$ cat src/rtl/ltc_pkg.sv
package ltc_pkg;

  localparam int CHAR_W       = 8;
  localparam int CLS_W        = 5;
  localparam int PREFIX_DEPTH = 7;
  localparam int CNT_W        = 4;
  localparam int SINGLE_COUNT = 13;
  localparam int KW_COUNT     = 11;
  localparam int KW_MAX_LEN   = 7;

  typedef logic [CHAR_W-1:0]                    char_t;
  typedef logic [CLS_W-1:0]                     cls_t;
  typedef logic [CNT_W-1:0]                     cnt_t;
  typedef logic [PREFIX_DEPTH-1:0][CHAR_W-1:0]  prefix_t;
  typedef logic [7:0]                           out_tdata_t;

  localparam cnt_t COUNT_MAX = 4'd8;

  localparam char_t CH_EQ   = 8'h3d;
  localparam char_t CH_DOT  = 8'h2e;
  localparam char_t CH_BAR  = 8'h7c;
  localparam char_t CH_AMP  = 8'h26;
  localparam char_t CH_ZERO = 8'h30;
  localparam char_t CH_NINE = 8'h39;
  localparam char_t CH_LO_O = 8'h6f;
  localparam char_t CH_LO_F = 8'h66;

  localparam cls_t CLS_ERROR   = 5'd0;
  localparam cls_t CLS_RANGE   = 5'd14;
  localparam cls_t CLS_OF      = 5'd15;
  localparam cls_t CLS_INT     = 5'd16;
  localparam cls_t CLS_REAL    = 5'd17;
  localparam cls_t CLS_KW_BASE = 5'd18;
  localparam cls_t CLS_IDENT   = 5'd29;

  // single-char operators, class is index plus one
  localparam char_t SINGLE_CHARS [0:SINGLE_COUNT-1] = '{
    CH_EQ, 8'h2b, 8'h2d, 8'h2a, 8'h2f, 8'h7b, 8'h7d, 8'h5b, 8'h5d,
    8'h28, 8'h29, 8'h3b, 8'h3a
  };

  // keyword text right-aligned, first char in the highest used byte
  localparam logic [KW_MAX_LEN*CHAR_W-1:0] KW_TEXT [0:KW_COUNT-1] = '{
    56'({CH_BAR, CH_BAR, CH_BAR}), 56'({CH_AMP, CH_AMP, CH_AMP}),
    56'("declare"), 56'("integer"), 56'("boolean"),
    56'("size"), 56'("real"), 56'("list"), 56'("array"),
    56'("jagged"), 56'("values")
  };
  localparam int KW_LEN [0:KW_COUNT-1] = '{3, 3, 7, 7, 7, 4, 4, 4, 5, 6, 6};

  function automatic logic is_digit(input char_t c);
    return (c >= CH_ZERO) && (c <= CH_NINE);
  endfunction

  function automatic logic is_letter(input char_t c);
    return ((c >= 8'h61) && (c <= 8'h7a)) || ((c >= 8'h41) && (c <= 8'h5a));
  endfunction

  function automatic cls_t classify(input prefix_t p, input cnt_t len,
                                    input logic dot, input logic bad);
    cls_t  cls;
    logic  done;
    logic  match;
    int    j;
    cls  = CLS_ERROR;
    done = 1'b0;
    if (len == 4'd1) begin
      for (int i = 0; i < SINGLE_COUNT; i++) begin
        if (!done && (p[0] == SINGLE_CHARS[i])) begin
          cls  = CLS_W'(i + 1);
          done = 1'b1;
        end
      end
    end
    if (!done && (len == 4'd2)) begin
      if ((p[0] == CH_DOT) && (p[1] == CH_DOT)) begin
        cls  = CLS_RANGE;
        done = 1'b1;
      end else if ((p[0] == CH_LO_O) && (p[1] == CH_LO_F)) begin
        cls  = CLS_OF;
        done = 1'b1;
      end
    end
    if (!done && is_digit(p[0])) begin
      cls  = bad ? CLS_ERROR : (dot ? CLS_REAL : CLS_INT);
      done = 1'b1;
    end
    for (int k = 0; k < KW_COUNT; k++) begin
      match = (len == CNT_W'(KW_LEN[k]));
      for (int i = 0; i < KW_MAX_LEN; i++) begin
        if (i < KW_LEN[k]) begin
          j = KW_LEN[k] - 1 - i;
          if (p[i] != KW_TEXT[k][j*CHAR_W +: CHAR_W]) begin
            match = 1'b0;
          end
        end
      end
      if (!done && match) begin
        cls  = CLS_KW_BASE + CLS_W'(k);
        done = 1'b1;
      end
    end
    if (!done && is_letter(p[0])) begin
      cls = CLS_IDENT;
    end
    return cls;
  endfunction

endpackage

$ cat src/rtl/lexeme_token_classifier_unit.sv
// out_tvalid rises once the last character passes the character and result registers
// throughput: one character per cycle, sustained while the output is taken
// the limit is the single classify stage between the character register and result register
// reset (rst_n low, synchronous) clears valid flags, length count and number flags;
// stored prefix characters are not reset
module lexeme_token_classifier_unit (
  input  logic                clk,
  input  logic                rst_n,
  input  logic                in_tvalid,
  output logic                in_tready,
  input  logic [7:0]          in_tdata,   // [7:0] char_code
  input  logic                in_tlast,   // is_last
  output logic                out_tvalid,
  input  logic                out_tready,
  output ltc_pkg::out_tdata_t out_tdata   // [4:0] token_class, [7:5] zero
);
  import ltc_pkg::*;

  char_t   s1_chr_r;
  logic    s1_last_r;
  logic    s1_vld_r;
  prefix_t pfx_r;
  prefix_t pfx_nxt;
  cnt_t    count_r;
  cnt_t    count_nxt;
  logic    dot_r;
  logic    dot_nxt;
  logic    bad_r;
  logic    bad_nxt;
  cls_t    out_cls_r;
  logic    out_vld_r;
  logic    out_free;
  logic    s1_go;
  logic    in_fire;

  assign out_free  = !out_vld_r || out_tready;
  assign s1_go     = s1_vld_r && (!s1_last_r || out_free);
  assign in_tready = !s1_vld_r || s1_go;
  assign in_fire   = in_tvalid && in_tready;

  always_comb begin
    pfx_nxt   = pfx_r;
    count_nxt = count_r;
    dot_nxt   = dot_r;
    bad_nxt   = bad_r;
    if (count_r < CNT_W'(PREFIX_DEPTH)) begin
      pfx_nxt[count_r[2:0]] = s1_chr_r;
    end
    if (count_r < COUNT_MAX) begin
      count_nxt = count_r + 4'd1;
    end
    if (s1_chr_r == CH_DOT) begin
      if (dot_r) begin
        bad_nxt = 1'b1;
      end else begin
        dot_nxt = 1'b1;
      end
    end else if (!is_digit(s1_chr_r)) begin
      bad_nxt = 1'b1;
    end
  end

  always_ff @(posedge clk) begin
    if (!rst_n) begin
      s1_vld_r  <= 1'b0;
      count_r   <= '0;
      dot_r     <= 1'b0;
      bad_r     <= 1'b0;
      out_vld_r <= 1'b0;
    end else begin
      if (in_fire) begin
        s1_vld_r <= 1'b1;
      end else if (s1_go) begin
        s1_vld_r <= 1'b0;
      end
      if (s1_go) begin
        if (s1_last_r) begin
          count_r <= '0;
          dot_r   <= 1'b0;
          bad_r   <= 1'b0;
        end else begin
          count_r <= count_nxt;
          dot_r   <= dot_nxt;
          bad_r   <= bad_nxt;
        end
      end
      if (s1_go && s1_last_r) begin
        out_vld_r <= 1'b1;
      end else if (out_tready) begin
        out_vld_r <= 1'b0;
      end
    end
  end

  always_ff @(posedge clk) begin
    if (in_fire) begin
      s1_chr_r  <= in_tdata;
      s1_last_r <= in_tlast;
    end
    if (s1_go) begin
      pfx_r <= pfx_nxt;
    end
    if (s1_go && s1_last_r) begin
      out_cls_r <= classify(pfx_nxt, count_nxt, dot_nxt, bad_nxt);
    end
  end

  assign out_tvalid = out_vld_r;
  assign out_tdata  = {3'b000, out_cls_r};

endmodule
$ cat config.mk
export PLATFORM = sky130hd
export DESIGN_NAME = lexeme_token_classifier_unit
export DESIGN_NICKNAME = d
export VERILOG_FILES = /design/src/rtl/ltc_pkg.sv /design/src/rtl/lexeme_token_classifier_unit.sv
export SDC_FILE = /design/constraint.sdc
export NUM_CORES = 1
export LEC_CHECK = 0
export ABC_AREA = 0
export BUFFER_PORTS_ARGS = -buffer_cell sky130_fd_sc_hd__buf_2
export CORE_MARGIN = 3
export CORE_UTILIZATION = 63
export DETAILED_ROUTE_END_ITERATION = 7
export PLACE_DENSITY = 0.8
export SYNTH_ARGS = -nofsm -noshare
export SYNTH_HDL_FRONTEND = slang
export SYNTH_SLANG_ARGS = --single-unit
$ cat constraint.sdc
create_clock -name clk -period 3.7 [get_ports clk]
set_input_delay 1.11 -clock clk [delete_from_list [all_inputs] [get_ports clk]]
set_output_delay 1.11 -clock clk [all_outputs]
set_load 0.05 [all_outputs]
==> results.rst, run 1 <==
.. list-table::
   :header-rows: 1

   * - Metric
     - Value
   * - Static leakage power
     - 2.25 nW
   * - Logic pwr share
     - 0.128
   * - Number of H-tree levels
     - 3
   * - Maximum VDD drop
     - 0.292 mV
   * - Detail-routed via count per cell
     - 7.15
   * - Max_cap viols
     - 0
   * - Kind of start point of the critical path
     - register
   * - Cell variety after synth
     - approximately 70
   * - CTS tree
     - yes
   * - Critical path class
     - register to register
   * - Cell type contributing the most total cell area after synthesis
     - edfxtp_1
   * - Number of buffers added by the clock tree synthesis step
     - 9
   * - Sequential cell area fraction in the yosys report
     - 0.410
   * - Number of standard-cell rows in the floorplan
     - 33
   * - Number of global-route vias before repair
     - between 5000 and 6000
   * - Detail Placement HPWL
     - 13.6 mm
   * - Initial standard-cell utilization of the core
     - 0.661
   * - Cells after Synth
     - slightly below 600
   * - Top-count cell post-synth
     - nand2_1
   * - Latest clock arrival within the worst-skew pair
     - approximately 0.36 ns
   * - Global routing usage summed across all routing layers
     - 0.379
   * - Clock tree root driver cell
     - clkbuf_8
   * - Yosys reg bits
     - a little under 80
   * - Horizontal die dimension
     - roughly 100 µm
   * - Floorplan core area
     - 8340 µm²
   * - Cell with the biggest individual delay on the critical path
     - or4b_1
   * - Maximum frequency from static timing analysis
     - around 300 MHz
   * - Routed wire per std cell
     - 24.7 µm
   * - Placer congestion estimate
     - ~1.1
   * - Post-layout power
     - slightly above 0.002 W
   * - Congestion Overflow GR
     - 0
   * - Residual DRC count
     - 0
   * - Number of detailed-routing iterations run before antenna repair
     - 5
   * - Critical path arrival
     - between 3 and 4 ns
   * - Mean Syn Cell Area
     - 9.25 µm²
   * - Total detailed-routing wirelength
     - between 15 and 20 mm
   * - Slew of the pin with the lowest slew margin
     - 0.924 ns
   * - Number of setup violations in the final report
     - 0
   * - List of most frequent post-synthesis cells
     - nand2_1, edfxtp_1, nor2_1, nand3_1
   * - Worst-case clock skew
     - ~0.0098 ns
   * - Synth Flop Type
     - edfxtp_1
   * - Power density relative to cell area
     - ~340 nW/µm²
   * - Number of antenna-violating nets in the routed design
     - 0
   * - Clock Path Buffers
     - 2
   * - Cell-by-cell trace of the critical path
     - or4b_1, mux2_4, nor4_2, nand2_1, nor4_1, a41oi_1, nand4_1, nand3_1
   * - Area growth, synth to finish
     - 10.2%
   * - Number of sinks handled by clock tree synthesis
     - 78
   * - Delay contributed by the slowest stage of the critical path
     - between 0.8 and 0.9 ns
   * - Largest net degree at the start of global routing
     - 49
   * - Largest cells by area after synthesis
     - edfxtp_1, nand2_1, mux2_2
   * - First-iteration detailed-routing DRC count
     - 822
   * - Maximum fanout along the worst path
     - 17
   * - Sequential share of power
     - 0.513
   * - Number of antenna cells inserted
     - 0
   * - Final critical-path required period
     - approximately 3.3 ns
   * - Post-synthesis cell area
     - ~5500 µm²
   * - Final cycle utilization of the critical path
     - 0.902
   * - Global-route wire length before repair
     - about 29 mm
   * - Clock power share
     - 0.359
   * - Hold-fix buffers, CTS
     - 0
   * - Net switching share of the total power
     - 0.276
   * - Number of standard cells in the final layout excluding fillers
     - between 700 and 800
   * - Final core utilization
     - 0.728
   * - Post-synth ARST share
     - 0
   * - Total instance count after detailed placement
     - slightly above 700
   * - Vias post-DR
     - between 5000 and 6000
   * - Setup TNS
     - 0 ns
   * - Die Outline Area
     - roughly 9900 µm²
   * - Req. time, crit path
     - roughly 3.8 ns
   * - Number of buffer and inverter stages on the critical path
     - 0
   * - Worst hold-check path type
     - register to register
   * - Final hold violations
     - 0
   * - Number of max-slew violations in the final report
     - 0
   * - Largest delay contributor family on the critical path
     - simple AND/OR/NAND/NOR gates
   * - Io pins
     - 23
   * - Clock transition at the register clock pins on the worst setup and hold paths after CTS
     - about 0.09 ns
   * - Top cell type's share of synthesized area
     - 0.381
   * - Net count, final
     - ~640
   * - Y dimension of the die
     - ~100 µm
   * - Count of yosys warnings during synthesis
     - 0
   * - Slew HR
     - 0.381
   * - Antenna violations before repair
     - 0
   * - P_int
     - roughly 0.0015 W
   * - Unrepaired setup endpoints after global routing
     - no
   * - Fraction of final layout cells with drive strength greater than 1
     - 0.194
   * - Psw
     - roughly 0.00056 W
   * - Number of flops mapped to enable cells by yosys
     - 70
   * - Status
     - complete, no violations
   * - Critical Path Sink Type
     - register
   * - Port bufs
     - 19
   * - Final hold slack
     - 0.537 ns
==> worst register-to-register path, cell delays in order, from the launching register on <==
cell,delay [ns]
dfxtp_1,0.49
or4b_1,0.84
mux2_4,0.43
nor4_2,0.37
nand2_1,0.10
nor4_1,0.42
a41oi_1,0.18
nand4_1,0.19
nand3_1,0.08
==> power by group through the flow <==
stage	clock network (W)	logic, W	registers (W)
6_report	0.000734	0.000262	0.00105
3_5_place_dp	0	0.000252	0.00106
4_1_cts	0.000740	0.000253	0.00104
5_1_grt	0.000772	0.000278	0.00105
3_3_place_gp	0	0.000245	0.00106
2_1_floorplan	0	0.000167	0.00105
==> routing by layer <==
metal	wire, µm	global-route usage	share of wire	vias up
met5	0	0	0	-
met4	653	0.159	0.036	0
met3	2220	0.0954	0.12	59
met2	8490	0.595	0.47	407
met1	6820	0.503	0.38	2498
li1	-	-	-	2291
==> sequential cells by signal, indices dropped and copies added, names as in the netlist <==
name        count
s1_vld_r        1
pfx_r          56
bad_r           1
count_r         4
dot_r           1
out_cls_r       5
out_tvalid      1
s1_last_r       1
s1_chr_r        8
==> area by class of cell <==
class	count	area, µm²
repair buffers	58	388
clock inverters	6	92.6
clock buffers	10	128
well taps	105	131
inverters	18	67.6
fillers	592	2260
multi-input cells	460	3010
flip-flops and latches	78	2260
==> layout by cell type, fill, tap and decap left out, types with 3 or more instances in the layout <==
master / synthesis / final
mux2_2: 28 / 28
buf_4: 4 / 39
nand3b_1: 6 / 6
conb_1: 1 / 3
nor3b_1: 10 / 10
nand3_1: 29 / 29
dfxtp_1: 8 / 7
mux2i_1: 26 / 26
mux2_4: 3 / 3
nor4bb_1: 12 / 12
nand4_1: 17 / 17
edfxtp_1: 70 / 70
a211oi_1: 3 / 3
o21ai_0: 22 / 22
a31oi_1: 6 / 6
nor3_1: 15 / 15
nor4_2: 2 / 3
and4b_1: 6 / 6
a21boi_0: 4 / 4
nand2_1: 92 / 92
nor2b_1: 24 / 24
nor4b_1: 9 / 8
nor4_1: 9 / 8
nand2b_1: 7 / 7
inv_1: 18 / 17
clkbuf_8: 0 / 9
nor2_1: 40 / 40
a22oi_1: 7 / 7
a2111oi_0: 3 / 3
or4_1: 4 / 4
o22ai_1: 3 / 3
a21oi_1: 28 / 28
buf_2: 13 / 19
nor4b_2: 2 / 3
==> cell families after synthesis <==
logic type	share of synthesized area
other	0.000680
AOI/OAI and AO/OA	0.112
muxes	0.113
buffers and inverters	0.0479
DFF	0.410
adders and majority gates	0.00227
and+or+nand+nor	0.314
==> stage by stage <==
stage / cell area [µm²] / setup slack (ns)
detailed placement: 5850 / 0.286
finish: 6080 / 0.364
global route: 6080 / 0.197
CTS: 6070 / 0.243
floorplan: 5520 / 0.480
global placement: 5850 / 0.368
==> path summary, 6_finish.rpt <==
kind,depth (start not counted),end,from,slack [ns]
max reg2reg,8,out_cls_r[0],count_r[2],0.36
min,2,bad_r,bad_r,0.54
min reg2reg,2,bad_r,bad_r,0.54
max,8,out_cls_r[0],count_r[2],0.36
==> what timing repair did <==
action | in CTS | in global routing
endpoints found under the setup margin | 0 | 5
resized for setup | 0 | 2
setup buffers | 0 | 0
Note: power is estimated with default switching activity, not from simulation.
==> run 2, diff against run 1 <==
- CORE_UTILIZATION: 63 -> 58
- CTS_BUF_LIST: default -> sky130_fd_sc_hd__clkbuf_8
- PLACE_DENSITY: 0.8 -> 0.78
- clock period: 3.7 -> 2.85 ns (I/O delays scaled with it)
==> run 2 against run 1 <==
Register-to-register slack got worse by 0.36 ns. Flip-flop and latch count did not move. Critical path depth increased by 3. Total power up 32%. Cell count rose by 18%. Worst hold slack lost 0.013 ns. Sequential share of layout area is 5.9 points lower. Clock skew rose by 0.0050 ns. Cell area rose by 19%. Maximum frequency rose by 17%. Global-route usage shrank 1.8 points. Largest power group unchanged. Highest routed layer unchanged.
==> results.rst, run 2 (synthesized netlist as in run 1, its figures left out) <==
.. list-table::
   :header-rows: 1

   * - Metric
     - Value
   * - Hold-fix buffers, CTS
     - 0 (unchanged)
   * - Floorplan core area
     - 8980 µm² (+7.6%)
   * - Maximum frequency from static timing analysis
     - 351 MHz (+17%)
   * - Y dimension of the die
     - 103 µm (+4.0%)
   * - Pre-CTS worst setup slack
     - -0.159 ns (-0.445 ns)
   * - Number of max-slew violations in the final report
     - 0 (unchanged)
   * - Number of H-tree levels
     - 3 (unchanged)
   * - Global-route wire length before repair
     - 28.7 mm (+0.24%)
   * - Final design instance area without fill
     - 7260 µm² (+19%)
   * - Fill cell count
     - 543 (-8.3%)
   * - Number of detailed-routing iterations run before antenna repair
     - 6 (+1)
   * - Number of antenna cells inserted
     - 0 (unchanged)
   * - Number of sinks handled by clock tree synthesis
     - 78 (unchanged)
   * - Residual DRC count
     - 0 (unchanged)
   * - Detail Placement HPWL
     - 14.4 mm (+5.5%)
   * - Congestion Overflow GR
     - 0 (unchanged)
   * - Commonest non-fill, non-tap cells in the layout
     - buf_4, nand2_1, edfxtp_1
   * - Latest clock arrival within the worst-skew pair
     - 0.37 ns (about the same)
   * - Vias post-DR
     - 5744 (+9.3%)
   * - Worst-case clock skew
     - 0.0148 ns (+0.00498 ns)
   * - Number of global-route vias before repair
     - 5239 (+2.2%)
   * - Unrepaired setup endpoints after global routing
     - yes
   * - Critical path class
     - register to register
   * - Critical path arrival
     - 2.97 ns (-0.47 ns)
   * - Clock power share
     - 0.333 (-0.026)
   * - Clock Path Buffers
     - 2 (unchanged)
   * - Largest net degree at the start of global routing
     - 44 (-10%)
   * - Most common cell after layout, fill and taps aside
     - buf_4
   * - Area taken by flip-flops and latches
     - 2270 µm² (+0.39%)
   * - Status
     - complete, no violations
   * - Worst setup slack after layout
     - 0.00326 ns (-0.361 ns)
   * - Area after DPL
     - 6660 µm² (+14%)
   * - Worst hold-check path type
     - register to register
   * - Maximum fanout along the worst path
     - 6 (-11)
   * - Number of standard cells in the final layout excluding fillers
     - 864 (+18%)
   * - Multi-input logic area
     - 3290 µm² (+9.6%)
   * - Detail-routed via count per cell
     - 6.65 (-7.0%)
   * - Number of setup violations in the final report
     - 0 (unchanged)
   * - Logic pwr share
     - 0.167 (+0.039)
   * - Slew HR
     - 0.516 (+0.135)
   * - Net switching share of the total power
     - 0.293 (+0.0174)
   * - Io pins
     - 23 (unchanged)
   * - Final hold violations
     - 0 (unchanged)
   * - Final hold slack
     - 0.525 ns (-0.0127 ns)
   * - Setup TNS
     - 0 ns (unchanged)
   * - Number of buffers added by the clock tree synthesis step
     - 9 (unchanged)
   * - Power density relative to cell area
     - 372 nW/µm² (+10%)
   * - Sequential share of power
     - 0.500 (-0.013)
   * - Max_cap viols
     - 0 (unchanged)
   * - Total detailed-routing wirelength
     - 19.6 mm (+7.8%)
   * - Slew of the pin with the lowest slew margin
     - 0.725 ns (-0.199 ns)
   * - Horizontal die dimension
     - 103 µm (+4.0%)
   * - First-iteration detailed-routing DRC count
     - 741 (-9.9%)
   * - Net count, final
     - 747 (+17%)
   * - CTS tree
     - yes
   * - Psw
     - 0.000791 W (+40%)
   * - Fraction of final layout cells with drive strength greater than 1
     - 0.364 (+0.171)
   * - Global routing usage summed across all routing layers
     - 0.361 (-0.0183)
   * - Static leakage power
     - 2.83 nW (+26%)
   * - Antenna violations before repair
     - 0 (unchanged)
   * - Placer congestion estimate
     - 1.14 (+7.2%)
   * - Maximum VDD drop
     - 0.370 mV (+27%)
   * - Req. time, crit path
     - 2.97 ns (-0.84 ns)
   * - Number of antenna-violating nets in the routed design
     - 0 (unchanged)
   * - Die Outline Area
     - 10700 µm² (+8.1%)
   * - Final cycle utilization of the critical path
     - 0.999 (+0.0972)
   * - Critical Path Sink Type
     - register
   * - Kind of start point of the critical path
     - register
   * - FF-to-FF setup slack
     - 0.003 ns (-0.36 ns)
   * - Initial standard-cell utilization of the core
     - 0.614 (-0.0468)
   * - Flip-flop count of the largest register after layout
     - 56 (unchanged)
   * - Register with the most flip-flops
     - pfx_r
   * - Clock transition at the register clock pins on the worst setup and hold paths after CTS
     - 0.10 ns (about the same)
   * - Largest registers ranked by flip-flop count
     - pfx_r (56), s1_chr_r (8), out_cls_r (5)
   * - Routed wire per std cell
     - 22.7 µm (-8.3%)
   * - Number of standard-cell rows in the floorplan
     - 34 (+3.0%)
   * - Area growth, synth to finish
     - 31.7%
   * - Clock tree root driver cell
     - clkbuf_8
   * - Port bufs
     - 19 (unchanged)
   * - P_int
     - 0.00191 W (+29%)
   * - Final critical-path required period
     - 2.85 ns (-0.489 ns)
   * - Total instance count after detailed placement
     - 839 (+17%)
## run 2: cell types whose count changed in the layout (fill, tap and decap cells not counted), sizes merged
cell	previous run	this run
clkbuf	10	9
bufinv	2	1
clkinv	0	1
inv	20	21
buf	58	166
## run 2: through the flow
step                      total power [W]   util
after floorplan                   0.00158      -
after global placement            0.00176  0.742
after detailed placement          0.00177  0.742
after CTS                         0.00265  0.769
after global routing              0.00278  0.808
final                             0.00270  0.808
## run 2: final timing paths
| kind | startpoint | end | cells after the start |
|---|---|---|---|
| setup / recovery | s1_chr_r[5] | out_cls_r[4] | 11 |
| hold / removal | dot_r | dot_r | 2 |
| hold reg to reg | dot_r | dot_r | 2 |
| setup reg to reg | s1_chr_r[5] | out_cls_r[4] | 11 |
## run 2: cell type report
type                       instances  share of cell area
inverter                          18             0.00983
multi-input combinational        460               0.454
clock buffer                       9              0.0171
sequential                        78               0.313
clock inverter                     7              0.0110
timing repair buffer             166               0.173
tap                              126              0.0217
## run 2: per-layer routing
metal	routed length (µm)	global-route usage
met1	7430	0.481
met2	8890	0.572
met3	2410	0.0812
met4	887	0.141
met5	0	0
## run 2: power by group through the flow
stage | sequential, W | clock, W | combinational [W]
after floorplan | 0.00136 | 0 | 0.000218
final | 0.00135 | 0.000899 | 0.000450
after global routing | 0.00135 | 0.000946 | 0.000474
after detailed placement | 0.00137 | 0 | 0.000397
after CTS | 0.00135 | 0.000902 | 0.000403
after global placement | 0.00137 | 0 | 0.000390
## run 2: critical path, cell delays in order (launching register included)
cell       delay (ns)
edfxtp_1         0.50
nor4bb_2         0.23
buf_4            0.18
buf_4            0.15
and3_1           0.18
buf_4            0.14
o2111ai_4        0.20
and4b_1          0.25
a41o_1           0.26
a211oi_4         0.28
buf_4            0.16
nand4_1          0.08
## run 2: timing repair
action | in CTS | in global routing
pin swaps | 0 | 15
endpoints found under the setup margin | 5 | 5
endpoints found under the hold margin | 0 | 0
setup buffers | 0 | 9
gates resized for setup | 11 | 57
